===== config.mk =====
export PLATFORM = sky130hd
export DESIGN_NAME = sbeq_ctrl
export DESIGN_NICKNAME = d
export VERILOG_FILES = /design/src/rtl/sbeq_pkg.sv /design/src/rtl/sbeq_ctrl.sv
export VERILOG_INCLUDE_DIRS = /design/src /design/src/rtl
export SDC_FILE = /design/constraint.sdc
export NUM_CORES = 1
export LEC_CHECK = 0
export ABC_AREA = 1
export CORE_ASPECT_RATIO = 1.25
export CORE_MARGIN = 2
export CORE_UTILIZATION = 60
export CTS_BUF_LIST = sky130_fd_sc_hd__clkbuf_2 sky130_fd_sc_hd__clkbuf_4 sky130_fd_sc_hd__clkbuf_8
export CTS_CLUSTER_DIAMETER = 150
export DETAILED_ROUTE_END_ITERATION = 12
export DONT_BUFFER_PORTS = 1
export PLACE_DENSITY = 0.87
export SLEW_MARGIN = 20
export SYNTH_ARGS = -nofsm -noshare
export SYNTH_HDL_FRONTEND = slang
export SYNTH_SLANG_ARGS = --single-unit
export TNS_END_PERCENT = 30

===== constraint.sdc =====
create_clock -name clk_i -period 3.9 [get_ports clk_i]
set_input_delay 0.78 -clock clk_i [delete_from_list [all_inputs] [get_ports clk_i]]
set_output_delay 0.78 -clock clk_i [all_outputs]
set_load 0.005 [all_outputs]

===== src/rtl/assert_macros.svh =====
// ----------------------------------------------------------------------------
// Assertion macros
// Shared concurrent assertion shorthands; clk_i and rst_ni must be in scope.
// ----------------------------------------------------------------------------
`ifndef ASSERT_MACROS_SVH
`define ASSERT_MACROS_SVH

// same-cycle implication
`define ASSERT_IMPL(lbl, ante, cons) \
  lbl: assert property (@(posedge clk_i) disable iff (!rst_ni) (ante) |-> (cons)) \
    else $error("assertion failed");

// next-cycle implication
`define ASSERT_NEXT(lbl, ante, cons) \
  lbl: assert property (@(posedge clk_i) disable iff (!rst_ni) (ante) |=> (cons)) \
    else $error("assertion failed");

`endif


===== src/rtl/sbeq_pkg.sv =====
// ----------------------------------------------------------------------------
// sbeq_pkg
// Types, codes and fixed widths shared by the equalizer modules.
// ----------------------------------------------------------------------------
package sbeq_pkg;

  localparam int SLOT_COUNT = 5;
  localparam int SLOT_W     = 3;
  localparam int SAMPLE_W   = 16;
  localparam int COEF_IN_W  = 32;
  localparam int IDX_W      = 5;
  localparam int CMD_W      = 2;
  localparam int ACC_W      = 64;
  localparam int HIST_W     = 48;
  localparam int CFG_IDX_W  = 1;
  localparam int CFG_W      = 5;
  localparam int OP_STEPS   = 9;
  localparam int PIPE_DEPTH = 2;

  typedef enum logic [CMD_W-1:0] {
    CMD_PROCESS = 2'd0,
    CMD_COEF    = 2'd1,
    CMD_CLEAR   = 2'd2
  } cmd_e;

  typedef enum logic [CFG_IDX_W-1:0] {
    REG_EQ_ENABLE   = 1'b0,
    REG_BAND_ENABLE = 1'b1
  } reg_e;

  typedef enum logic [3:0] {
    OP_NONE, OP_B0, OP_B1, OP_B2, OP_A1L, OP_A1H, OP_A1S, OP_A2L, OP_A2H, OP_A2S
  } op_e;

  typedef struct packed {
    logic load_in;
    logic coef_wr;
    logic clear;
    logic start_job;
    op_e  op;
    logic finish_job;
    logic load_out;
  } dp_cmd_t;

  typedef struct packed {
    logic out_busy;
  } dp_stat_t;

  // op sequence of one band/channel job
  function automatic op_e step_op(logic [3:0] step);
    op_e r;
    unique case (step)
      4'd0:    r = OP_B0;
      4'd1:    r = OP_B1;
      4'd2:    r = OP_B2;
      4'd3:    r = OP_A1L;
      4'd4:    r = OP_A1H;
      4'd5:    r = OP_A1S;
      4'd6:    r = OP_A2L;
      4'd7:    r = OP_A2H;
      4'd8:    r = OP_A2S;
      default: r = OP_NONE;
    endcase
    return r;
  endfunction

  // coefficient slot read by an op
  function automatic logic [SLOT_W-1:0] op_slot(op_e op);
    logic [SLOT_W-1:0] r;
    unique case (op) inside
      OP_B1:          r = 3'd1;
      OP_B2:          r = 3'd2;
      OP_A1L, OP_A1H: r = 3'd3;
      OP_A2L, OP_A2H: r = 3'd4;
      default:        r = 3'd0;
    endcase
    return r;
  endfunction

endpackage


===== src/rtl/sbeq_ctrl.sv =====
// ----------------------------------------------------------------------------
// sbeq_ctrl
// Config registers and sequencer walking bands, channels and MAC ops.
// ----------------------------------------------------------------------------
`include "assert_macros.svh"

module sbeq_ctrl #(
  parameter int BAND_COUNT    = 5,
  parameter int CHANNEL_COUNT = 2,
  parameter int BW            = 3
) (
  input  logic                              clk_i,
  input  logic                              rst_ni,
  input  logic                              cfg_we_i,
  input  logic [sbeq_pkg::CFG_IDX_W-1:0]    cfg_idx_i,
  input  logic [sbeq_pkg::CFG_W-1:0]        cfg_data_i,
  input  logic                              in_valid_i,
  input  logic [sbeq_pkg::CMD_W-1:0]        in_cmd_i,
  output logic                              in_ready_o,
  input  sbeq_pkg::dp_stat_t                stat_i,
  output sbeq_pkg::dp_cmd_t                 cmd_o,
  output logic [BW-1:0]                     band_o,
  output logic                              ch_o
);
  import sbeq_pkg::*;

  localparam int NCH = (CHANNEL_COUNT < 2) ? CHANNEL_COUNT : 2;

  typedef enum logic [2:0] {
    ST_IDLE, ST_NEXT, ST_START, ST_ISSUE, ST_DRAIN, ST_FINISH, ST_DONE
  } state_e;

  state_e          state_q;
  logic [BW-1:0]   band_q;
  logic            ch_q;
  logic [3:0]      step_q;
  logic            eq_en_q;
  logic [CFG_W-1:0] band_en_q;

  logic            in_fire, active, band_en, band_last, ch_last;
  logic [CFG_W-1:0] band_sh;

  always_ff @(posedge clk_i or negedge rst_ni) begin
    if (!rst_ni) begin
      eq_en_q   <= 1'b0;
      band_en_q <= '0;
    end else if (cfg_we_i) begin
      unique case (reg_e'(cfg_idx_i))
        REG_EQ_ENABLE:   eq_en_q   <= cfg_data_i[0];
        REG_BAND_ENABLE: band_en_q <= cfg_data_i;
        default: ;
      endcase
    end
  end

  assign in_ready_o = (state_q == ST_IDLE);
  assign in_fire    = in_valid_i && in_ready_o;
  assign active     = eq_en_q && (|band_en_q);
  assign band_sh    = band_en_q >> band_q;
  assign band_en    = band_sh[0];
  assign band_last  = (band_q == BW'(BAND_COUNT - 1));
  assign ch_last    = (ch_q == 1'(NCH - 1));

  always_ff @(posedge clk_i or negedge rst_ni) begin
    if (!rst_ni) begin
      state_q <= ST_IDLE;
      band_q  <= '0;
      ch_q    <= 1'b0;
      step_q  <= '0;
    end else begin
      unique case (state_q)
        ST_IDLE: begin
          if (in_fire && in_cmd_i == CMD_PROCESS) begin
            band_q  <= '0;
            ch_q    <= 1'b0;
            state_q <= active ? ST_NEXT : ST_DONE;
          end
        end
        ST_NEXT: begin
          if (band_en) state_q <= ST_START;
          else if (band_last) state_q <= ST_DONE;
          else band_q <= band_q + 1'b1;
        end
        ST_START: begin
          step_q  <= '0;
          state_q <= ST_ISSUE;
        end
        ST_ISSUE: begin
          if (step_q == 4'(OP_STEPS - 1)) begin
            step_q  <= '0;
            state_q <= ST_DRAIN;
          end else begin
            step_q <= step_q + 1'b1;
          end
        end
        ST_DRAIN: begin
          if (step_q == 4'(PIPE_DEPTH - 1)) begin
            step_q  <= '0;
            state_q <= ST_FINISH;
          end else begin
            step_q <= step_q + 1'b1;
          end
        end
        ST_FINISH: begin
          if (!ch_last) begin
            ch_q    <= ch_q + 1'b1;
            state_q <= ST_START;
          end else begin
            ch_q <= 1'b0;
            if (band_last) state_q <= ST_DONE;
            else begin
              band_q  <= band_q + 1'b1;
              state_q <= ST_NEXT;
            end
          end
        end
        ST_DONE: begin
          if (!stat_i.out_busy) state_q <= ST_IDLE;
        end
        default: state_q <= ST_IDLE;
      endcase
    end
  end

  always_comb begin
    cmd_o            = '0;
    cmd_o.op         = (state_q == ST_ISSUE) ? step_op(step_q) : OP_NONE;
    cmd_o.load_in    = in_fire && (in_cmd_i == CMD_PROCESS);
    cmd_o.coef_wr    = in_fire && (in_cmd_i == CMD_COEF);
    cmd_o.clear      = in_fire && (in_cmd_i == CMD_CLEAR);
    cmd_o.start_job  = (state_q == ST_START);
    cmd_o.finish_job = (state_q == ST_FINISH);
    cmd_o.load_out   = (state_q == ST_DONE) && !stat_i.out_busy;
  end

  assign band_o = band_q;
  assign ch_o   = ch_q;

  `ASSERT_IMPL(a_cmd_excl, 1'b1, $onehot0({cmd_o.start_job, cmd_o.finish_job, cmd_o.load_out, cmd_o.op != OP_NONE}))
  `ASSERT_NEXT(a_frame_busy, in_fire && in_cmd_i == CMD_PROCESS, !in_ready_o)
  `ASSERT_NEXT(a_start_issue, state_q == ST_START, state_q == ST_ISSUE && step_q == 4'd0)

endmodule


==> flow_summary.yaml, run 1 <==
detailed_routing:
  vias: 1081
  drt_iter0_drc: 36
  avgViaCountPerCell: 5.69
  first_pass_iters: 6
  wirelength_um: 2390
  wl_per_cell_um: 12.6
  drcViolationCount: 0
  drtAntennaViolNets: 0
floorplan:
  die_w_um: 44.5
  coreArea_sq_um: 1960
  die_height_um: 54.6
  rows: 18
  die-area_sq_um: 2430
  start_util_pct: 62.6
  io-pin-count: 28
cells_and_area:
  syn_to_final_growth_pct: 3.87
  final_cells: 190
  diodes: 0
  drive_gt1_share_pct: 14.1
  finish.utilization_pct: 65.1
  finalNetCount: 191
critical_path:
  crit_family: "flip-flops"
  setup.worst_path.end_class: "output port"
  critical_path_buf_inv_count: 2
  cp.depth: 5
  worstSetupPathType: "flop to output port"
  worst_path_most_repeated_cell: "inv_2"
  worstPathCellList: "inv_2, nand3_2, inv_2, o21ai_0, a211oi_1"
  ff2ff_path_depth: 10
  crit_path_start_kind: "flop"
  required_ns: 3.12
  critPathMaxStageDelay_ns: 0.46
  path_max_fanout: 5
  cp_data_arrival_time_ns: 1.47
  slowest_stage: "dfrtp_1"
placed_design:
  io_buffers: 0
  dp.cells: 186
  post-place-ws_ns: 1.97
  gp_congestion: 0.840
  detailed_place_hpwl_um: 1930
grt:
  grt_pass1_wl_um: 3850
  antenna_found_initial: 0
  grt_pass1_vias: 953
  overflow: 0
  grt_max_degree: 18
  grt_usage_pct: 22.1
yosys:
  async_reset_ff_share_pct: 100
  synthFlopType: "dfrtp_1"
  synth_top_area_cell: "dfrtp_1"
  synth_seq_cells: 17
  syn-cell-area_sq_um: 1230
  ys_seq_area_share_pct: 34.7
  yosys-top-cells-area: "dfrtp_1, nand2_1, inv_1"
  syn_inst: 167
  synth.avg_cell_area_sq_um: 7.35
  syn-num-nets: 187
  yosysWarnings: 0
  ys_top_cells_by_count: "nand2_1, inv_1, dfrtp_1, nand3_1, nor2_1"
  synth_top_area_share_pct: 34.7
  synth_edf_count: 0
  yosysMostFrequentCell: "nand2_1"
  synth_cell_types: 30
timing:
  clock_skew_ns: 0.00490
  clock.fmax_mhz: 445
  worstMarginPinSlew_ns: 0.344
  rsz0062_at_grt: "no"
  slew_viol_final: 0
  max_slew_margin_pct: 77.0
  fin_ws_ns: 1.65
  finalCriticalPeriod_ns: 2.25
  setup-violations-final: 0
  finalCritPeriodShare_pct: 57.7
  tns_ns: 0
  hold_violations: 0
pwr:
  power.total_mw: 0.861
  irDropWorstVdd_mv: 0.350
  p_leak_nw: 0.666
  power_density_nw_per_um2: 676
clock_tree:
  root_buffer: "clkbuf_4"
  clk_latency_ns: 0.30
  cts-resized-gates: 0
  clock-sinks: 17
  cts_htree_levels: 1
  clkSlewWorstSetupHoldPaths_ns: 0.10
  cts_inserted_buffers: 3
  cts_setup_buffers: 0
  postCtsHoldBufs: 0
  clock_path_buffers: 2
  cts_tree: "built"
min_path:
  hold_path_class: "primary input to asynchronous set/reset pin"
run:
  cap_viol_max_count: 0
run_status:
  status: "completed"
-- logic make-up (layout without fill, tap and decap cells) --
logic type | after synthesis | after routing | synth area share [%]
AO/OA/AOI/OAI | 21 | 21 | 11.1
XOR/XNOR | 2 | 2 | 1.43
adder cells (fa/ha/maj) | 7 | 7 | 7.14
buffers and inverters | 31 | 34 | 9.58
flip-flops | 17 | 17 | 34.7
multiplexers | 1 | 1 | 0.917
AND/OR/NAND/NOR | 88 | 88 | 35.2
-- power breakdown --
group          switching [mW]  total [mW]  internal (mW)
Clock                  0.0577      0.0960         0.0383
Sequential             0.0742       0.300          0.226
Combinational           0.299       0.465          0.167
Total                   0.431       0.861          0.431
-- stage by stage --
stage / hold slack (ns) / cell area (sq um)
3_3_place_gp: 0.485 / 1250
5_1_grt: 0.138 / 1270
4_1_cts: 0.147 / 1270
3_5_place_dp: 0.485 / 1250
2_1_floorplan: 0.475 / 1230
6_report: 0.159 / 1270
-- final cells by class --
type	instances	area [sq um]
inverters	30	113
clock buffers	3	22.5
well taps	20	25.0
multi-input cells	119	684
flip-flops and latches	17	425
fillers	182	684
clock inverters	1	5.00
-- state kept, by name, indices dropped and copies added, names as in the netlist --
| register | count |
|---|---|
| band_en_q | 5 |
| step_q | 4 |
| band_o | 3 |
| state_q | 3 |
| ch_o | 1 |
| eq_en_q | 1 |
-- worst reg2reg max path, delay by kind of cell, from the launching register on --
| kind | cells | cell delay, ns |
|---|---|---|
| AND/OR/NAND/NOR | 6 | 0.43 |
| adder cells (fa/ha/maj) | 1 | 0.23 |
| flip-flops | 1 | 0.49 |
| AO/OA/AOI/OAI | 1 | 0.14 |
| buffers and inverters | 2 | 0.19 |
-- layout by cell type (no fill, tap or decap), types with 5 or more instances in the layout --
cell     netlist  final
o21ai_0        5      5
inv_1         27     27
nor2_1        14     14
ha_1           7      7
nand2_1       37     37
a21oi_1        8      8
nand3_1       17     17
dfrtp_1       17     17
-- routing by layer --
layer | vias to the layer above | global-route usage [%] | wire (um) | part of all wire, %
li1 | 545 | - | - | -
met1 | 487 | 24.3 | 957 | 40
met2 | 40 | 39.5 | 1220 | 51
met3 | 9 | 3.96 | 135 | 5.6
met4 | 0 | 13.6 | 80 | 3.3
met5 | - | 0 | 0 | 0
-- final timing paths --
check                             start           end  slack [ns]
min reg2reg                band_en_q[0]  band_en_q[0]        0.53
max                          state_q[2]      cmd_o[4]        1.65
min in group clk_i         band_en_q[0]  band_en_q[0]        0.53
max in group asynchronous        rst_ni     band_o[2]        3.66
min                              rst_ni     step_q[3]        0.16
max reg2reg                   band_o[0]    state_q[2]        2.33
Note: power is estimated with default switching activity, not from simulation.
==> run 2: changes to the inputs <==
ABC_AREA = 0   (was 1)
clock period = 2.1 ns   (was 3.9 ns; I/O delays follow)
==> run 2 against run 1 <==
Wire length grew 6.3%. Register-to-register slack lost 2.2 ns. Largest power group unchanged. Via count shrank 7.3%. Power grew 83%. Synthesized area shrank 4.7%. First-iteration DRC count shrank 2.8%. Clock power grew 83%. Design area shrank 3.4%. Die area shrank 4.3%. Combinational power grew 65%. Final cell count shrank 19%. Global-route usage grew 3.2 points.
==> flow_summary.yaml, run 2 <==
clock_tree:
  cts_inserted_buffers: 3
  clock-sinks: 17
  cts_tree: "built"
  root_buffer: "clkbuf_4"
  cts_htree_levels: 1
  clkSlewWorstSetupHoldPaths_ns: 0.10
  cts_setup_buffers: 0
  clk_latency_ns: 0.29
  clock_path_buffers: 2
timing:
  slew_viol_final: 0
  finalCritPeriodShare_pct: 95.6
  worstMarginPinSlew_ns: 0.790
  tns_ns: 0
  setup-violations-final: 0
  finalCriticalPeriod_ns: 2.01
  max_slew_margin_pct: 47.2
  clock.fmax_mhz: 498
  hold_violations: 0
  clock_skew_ns: 0.00471
run:
  cap_viol_max_count: 0
pwr:
  swShare_pct: 46.2
  combPwrFrac_pct: 48.6
  power.total_mw: 1.57
  sequentialPowerShare_pct: 40.2
  netSwitchingPower_mw: 0.726
  irDropWorstVdd_mv: 0.723
  p_leak_nw: 0.549
  clockPowerShare_pct: 11.2
  power_density_nw_per_um2: 1280
  intPower_mw: 0.847
critical_path:
  setup.worst_path.end_class: "output port"
  worstSetupPathType: "flop to output port"
  cp_data_arrival_time_ns: 1.59
  path_max_fanout: 14
  required_ns: 1.68
  crit_path_start_kind: "flop"
yosys:
  synth_top_area_cell: "dfrtp_1"
  ys_top_cells_by_count: "dfrtp_1, nand2_1, inv_1, o21ai_0, nor2_1"
  syn-cell-area_sq_um: 1170
  synth_edf_count: 0
  synth.avg_cell_area_sq_um: 8.93
  yosysWarnings: 0
  synth_top_area_share_pct: 36.4
  ys_seq_area_share_pct: 36.4
  yosys-top-cells-area: "dfrtp_1, ha_1, mux2_2"
  yosysMostFrequentCell: "dfrtp_1"
  syn-num-nets: 151
  synth_cell_types: 37
  syn_inst: 131
  synthFlopType: "dfrtp_1"
  synth_seq_cells: 17
  async_reset_ff_share_pct: 100
grt:
  antenna_found_initial: 0
  overflow: 0
  grt_pass1_wl_um: 4280
  grt_max_degree: 18
  grt_pass1_vias: 955
  grt_usage_pct: 25.4
detailed_routing:
  drt_iter0_drc: 35
  wl_per_cell_um: 16.6
  vias: 1002
  drcViolationCount: 0
  drtAntennaViolNets: 0
  wirelength_um: 2540
  first_pass_iters: 4
  avgViaCountPerCell: 6.55
cells_and_area:
  drive_gt1_share_pct: 12.7
  final_area_sq_um: 1230
  diodes: 0
  largest_reg_flops: 5
  final_cells: 153
  final_common_cell: "dfrtp_1"
  top_regs: "band_en_q (5), step_q (4)"
  final_cell_mix: "dfrtp_1, nand2_1, inv_1, o21ai_0, nor2_1"
  finalNetCount: 155
  syn_to_final_growth_pct: 5.24
  top_register: "band_en_q"
placed_design:
  detailed_place_hpwl_um: 1870
  dp.cells: 148
  io_buffers: 0
  gp_congestion: 0.932
  placed_area_sq_um: 1180
floorplan:
  io-pin-count: 28
  die_height_um: 53.4
  rows: 17
  die_w_um: 43.5
  start_util_pct: 64.7
  die-area_sq_um: 2320
  coreArea_sq_um: 1810
min_path:
  hold_path_class: "primary input to flop"
run_status:
  status: "completed"
run 2: cell types whose count changed in the layout (fill, tap and decap cells not counted), sizes merged, moves of 4 or more:
cell / before / now
nand2: 41 / 13
nor2: 19 / 8
nand3: 18 / 2
inv: 30 / 12
nor3b: 0 / 5
mux2i: 0 / 4
mux2: 1 / 6
run 2: per-stage QoR:
step                      hold WS, ns  worst slack, ns  utilization, %
after floorplan                 0.124            0.386               -
after global routing            0.248         -0.00947            68.1
after CTS                       0.264           0.0256            67.2
final                           0.266           0.0919            68.1
after detailed placement        0.125            0.147            65.1
after global placement          0.125            0.272            65.1
run 2: power by group through the flow:
stage	Combinational, mW	Clock, mW	Sequential [mW]
after floorplan	0.663	0	0.526
after global placement	0.690	0	0.605
after detailed placement	0.728	0	0.618
after CTS	0.742	0.178	0.614
after global routing	0.868	0.197	0.659
final	0.765	0.176	0.632
run 2: cells by family after synthesis:
kind of cell / after synthesis / share of synthesized area, %
AO/OA/AOI/OAI: 29 / 16.4
buffers and inverters: 16 / 6.63
XOR/XNOR: 1 / 0.749
multiplexers: 10 / 9.20
adder cells (fa/ha/maj): 7 / 7.49
flip-flops: 17 / 36.4
AND/OR/NAND/NOR: 51 / 23.2
run 2: worst paths after layout:
| path | depth (start not counted) | slack [ns] | endpoint | startpoint |
|---|---|---|---|---|
| setup / recovery | 4 | 0.09 | cmd_o[9] | state_q[1] |
| hold / removal | 1 | 0.27 | band_en_q[1] | cfg_data_i[1] |
| setup reg to reg | 4 | 0.18 | state_q[2] | state_q[2] |
| hold reg to reg | 1 | 0.52 | eq_en_q | eq_en_q |
| max in group asynchronous | 1 | 0.92 | state_q[1] | rst_ni |
| min in group asynchronous | 1 | 0.64 | band_en_q[0] | rst_ni |
run 2: timing repair:
item,4_1_cts,5_1_grt
cloned,0,0
pin swaps,0,0
hold endpoints to repair,17,0
endpoints found under the setup margin,1,2
hold buffers,1,0
resized for setup,1,3
run 2: cell type report:
cell class                 instances  area [sq um]
multi-input combinational         98           683
fill                             152           577
sequential                        17           427
inverter                          12          45.0
timing repair buffer               3          25.0
tap                               19          23.8
clock buffer                       3          22.5
clock inverter                     1          5.00
run 2: routing by layer:
layer  part of all wire [%]  global-route usage, %  wire (um)
met1                     40                   30.2       1010
met2                     54                   43.8       1370
met3                    5.3                   5.80        134
met4                    1.3                   10.1         32
met5                      0                      0          0
run 2: critical path, cell delays in order, from the launching register on:
cell and delay, ns:
dfrtp_2 0.52, nor3_4 0.23, nand2_1 0.10, or3_1 0.35, inv_1 0.09
==> run 3: changes to the inputs <==
ABC_AREA = 1   (was 0)
==> run 3 against run 2 <==
Core utilization fell by 2.5 points. Clock-buffer cell count did not move. Design area rose by 4.4%. Non-clock buffer count fell by 2. Sequential power fell by 12%. Largest power group unchanged. Setup slack improved by 0.15 ns. Final cell count rose by 25%. Clock skew barely moved.
==> flow_summary.yaml, run 3 (synthesis results as in run 1) <==
run_status:
  status: "completed"
detailed_routing:
  vias: 1088
  first_pass_iters: 4
  drt_iter0_drc: 21
  wirelength_um: 2480
  drtAntennaViolNets: 0
  wl_per_cell_um: 13.0
  avgViaCountPerCell: 5.70
  drcViolationCount: 0
pwr:
  irDropWorstVdd_mv: 0.808
  power.total_mw: 1.61
  p_leak_nw: 0.670
  power_density_nw_per_um2: 1250
timing:
  hold_violations: 0
  worstMarginPinSlew_ns: 0.816
  setup-violations-final: 0
  clock.fmax_mhz: 538
  max_slew_margin_pct: 45.5
  tns_ns: 0
  finalCritPeriodShare_pct: 88.6
  slew_viol_final: 0
  rsz0062_at_grt: "no"
  clock_skew_ns: 0.00481
  finalCriticalPeriod_ns: 1.86
critical_path:
  ff2ff_path_depth: 10
  required_ns: 1.68
  crit_path_start_kind: "flop"
  cp_data_arrival_time_ns: 1.44
  setup.worst_path.end_class: "output port"
  slowest_stage: "dfrtp_1"
  path_max_fanout: 5
  worst_path_most_repeated_cell: "inv_2"
  r2r_setup_slack_ns: 0.51
  r2r-end: "state_q[2]"
  critPathMaxStageDelay_ns: 0.46
  worstSetupPathType: "flop to output port"
  r2r-start: "band_o[0]"
  worstPathCellList: "inv_2, nand3_2, inv_2, o21ai_0, a211oi_1"
grt:
  antenna_found_initial: 0
  grt_max_degree: 18
  grt_pass1_vias: 1009
  grt_usage_pct: 23.3
  grt_pass1_wl_um: 4060
  overflow: 0
run:
  cap_viol_max_count: 0
clock_tree:
  cts_inserted_buffers: 3
  clk_latency_ns: 0.29
  cts-resized-gates: 0
  clkSlewWorstSetupHoldPaths_ns: 0.10
  root_buffer: "clkbuf_4"
  clock_path_buffers: 2
  cts_tree: "built"
  clock-sinks: 17
  cts_htree_levels: 1
cells_and_area:
  final_area_sq_um: 1280
  finalNetCount: 192
  top_register: "band_en_q"
  final_cell_mix: "nand2_1, inv_1, nand3_1, dfrtp_1, nor2_1"
  top_regs: "band_en_q (5), step_q (4)"
  final_common_cell: "nand2_1"
  syn_to_final_growth_pct: 4.69
  drive_gt1_share_pct: 14.0
  diodes: 0
  largest_reg_flops: 5
floorplan:
  die_w_um: 44.5
  coreArea_sq_um: 1960
  die_height_um: 54.6
  io-pin-count: 28
  die-area_sq_um: 2430
  rows: 18
  start_util_pct: 62.6
min_path:
  hold_path_class: "primary input to flop"
  whs_endpoint: "eq_en_q"
  hold_depth: 1
  min_from: "cfg_we_i"
placed_design:
  placed_area_sq_um: 1250
  detailed_place_hpwl_um: 2000
  io_buffers: 0
  gp_congestion: 0.843
run 3: per-stage QoR:
step                      util, %  worst slack (ns)  hold WS (ns)  cells
final                        65.6             0.240         0.208    191
after CTS                    65.6             0.210         0.199    191
after detailed placement     63.7             0.542         0.125    186
after floorplan                 -             0.660         0.124    167
after global routing         65.6             0.123         0.214    191
after global placement       63.7             0.564         0.125    186
run 3: worst max-delay path by stage:
stage                     startpoint          to  slack [ns]  depth (start not counted)
final                     state_q[2]    cmd_o[4]        0.24                          5
after global routing      state_q[2]    cmd_o[4]        0.12                          5
after detailed placement   band_o[0]  state_q[2]        0.54                         10
after floorplan           state_q[0]    cmd_o[7]        0.66                          5
after global placement    state_q[2]    cmd_o[4]        0.56                          5
after CTS                 state_q[2]    cmd_o[4]        0.21                          5
run 3: critical path, delay by kind of cell (launching register included):
| kind | cells | cell delay (ns) |
|---|---|---|
| AND/OR/NAND/NOR | 1 | 0.12 |
| flip-flops | 1 | 0.46 |
| AO/OA/AOI/OAI | 2 | 0.31 |
| buffers and inverters | 2 | 0.26 |
run 3: layout make-up:
cell class              count  area, sq um
flip-flops and latches     17          425
clock inverters             1         5.00
inverters                  30          113
multi-input cells         119          684
fillers                   177          674
clock buffers               3         22.5
repair buffers              1         10.0
well taps                  20         25.0
run 3: repair_timing:
action                    CTS  global route
hold endpoints to repair   17             0
buffers inserted            0             0
hold buffers                1             0
run 3: layer usage:
layer | share of wire, % | GRT usage (%) | vias up
met5 | 0 | 0 | -
met1 | 38 | 23.6 | 502
met3 | 4.5 | 3.96 | 10
met4 | 3.5 | 12.6 | 0
li1 | - | - | 546
met2 | 53 | 44.9 | 30
run 3: power by group:
part           total, mW  leakage [nW]  internal (mW)  switching, mW
combinational      0.873         0.440          0.312          0.560
clock              0.177        0.0177         0.0709          0.106
sequential         0.559         0.212          0.419          0.139
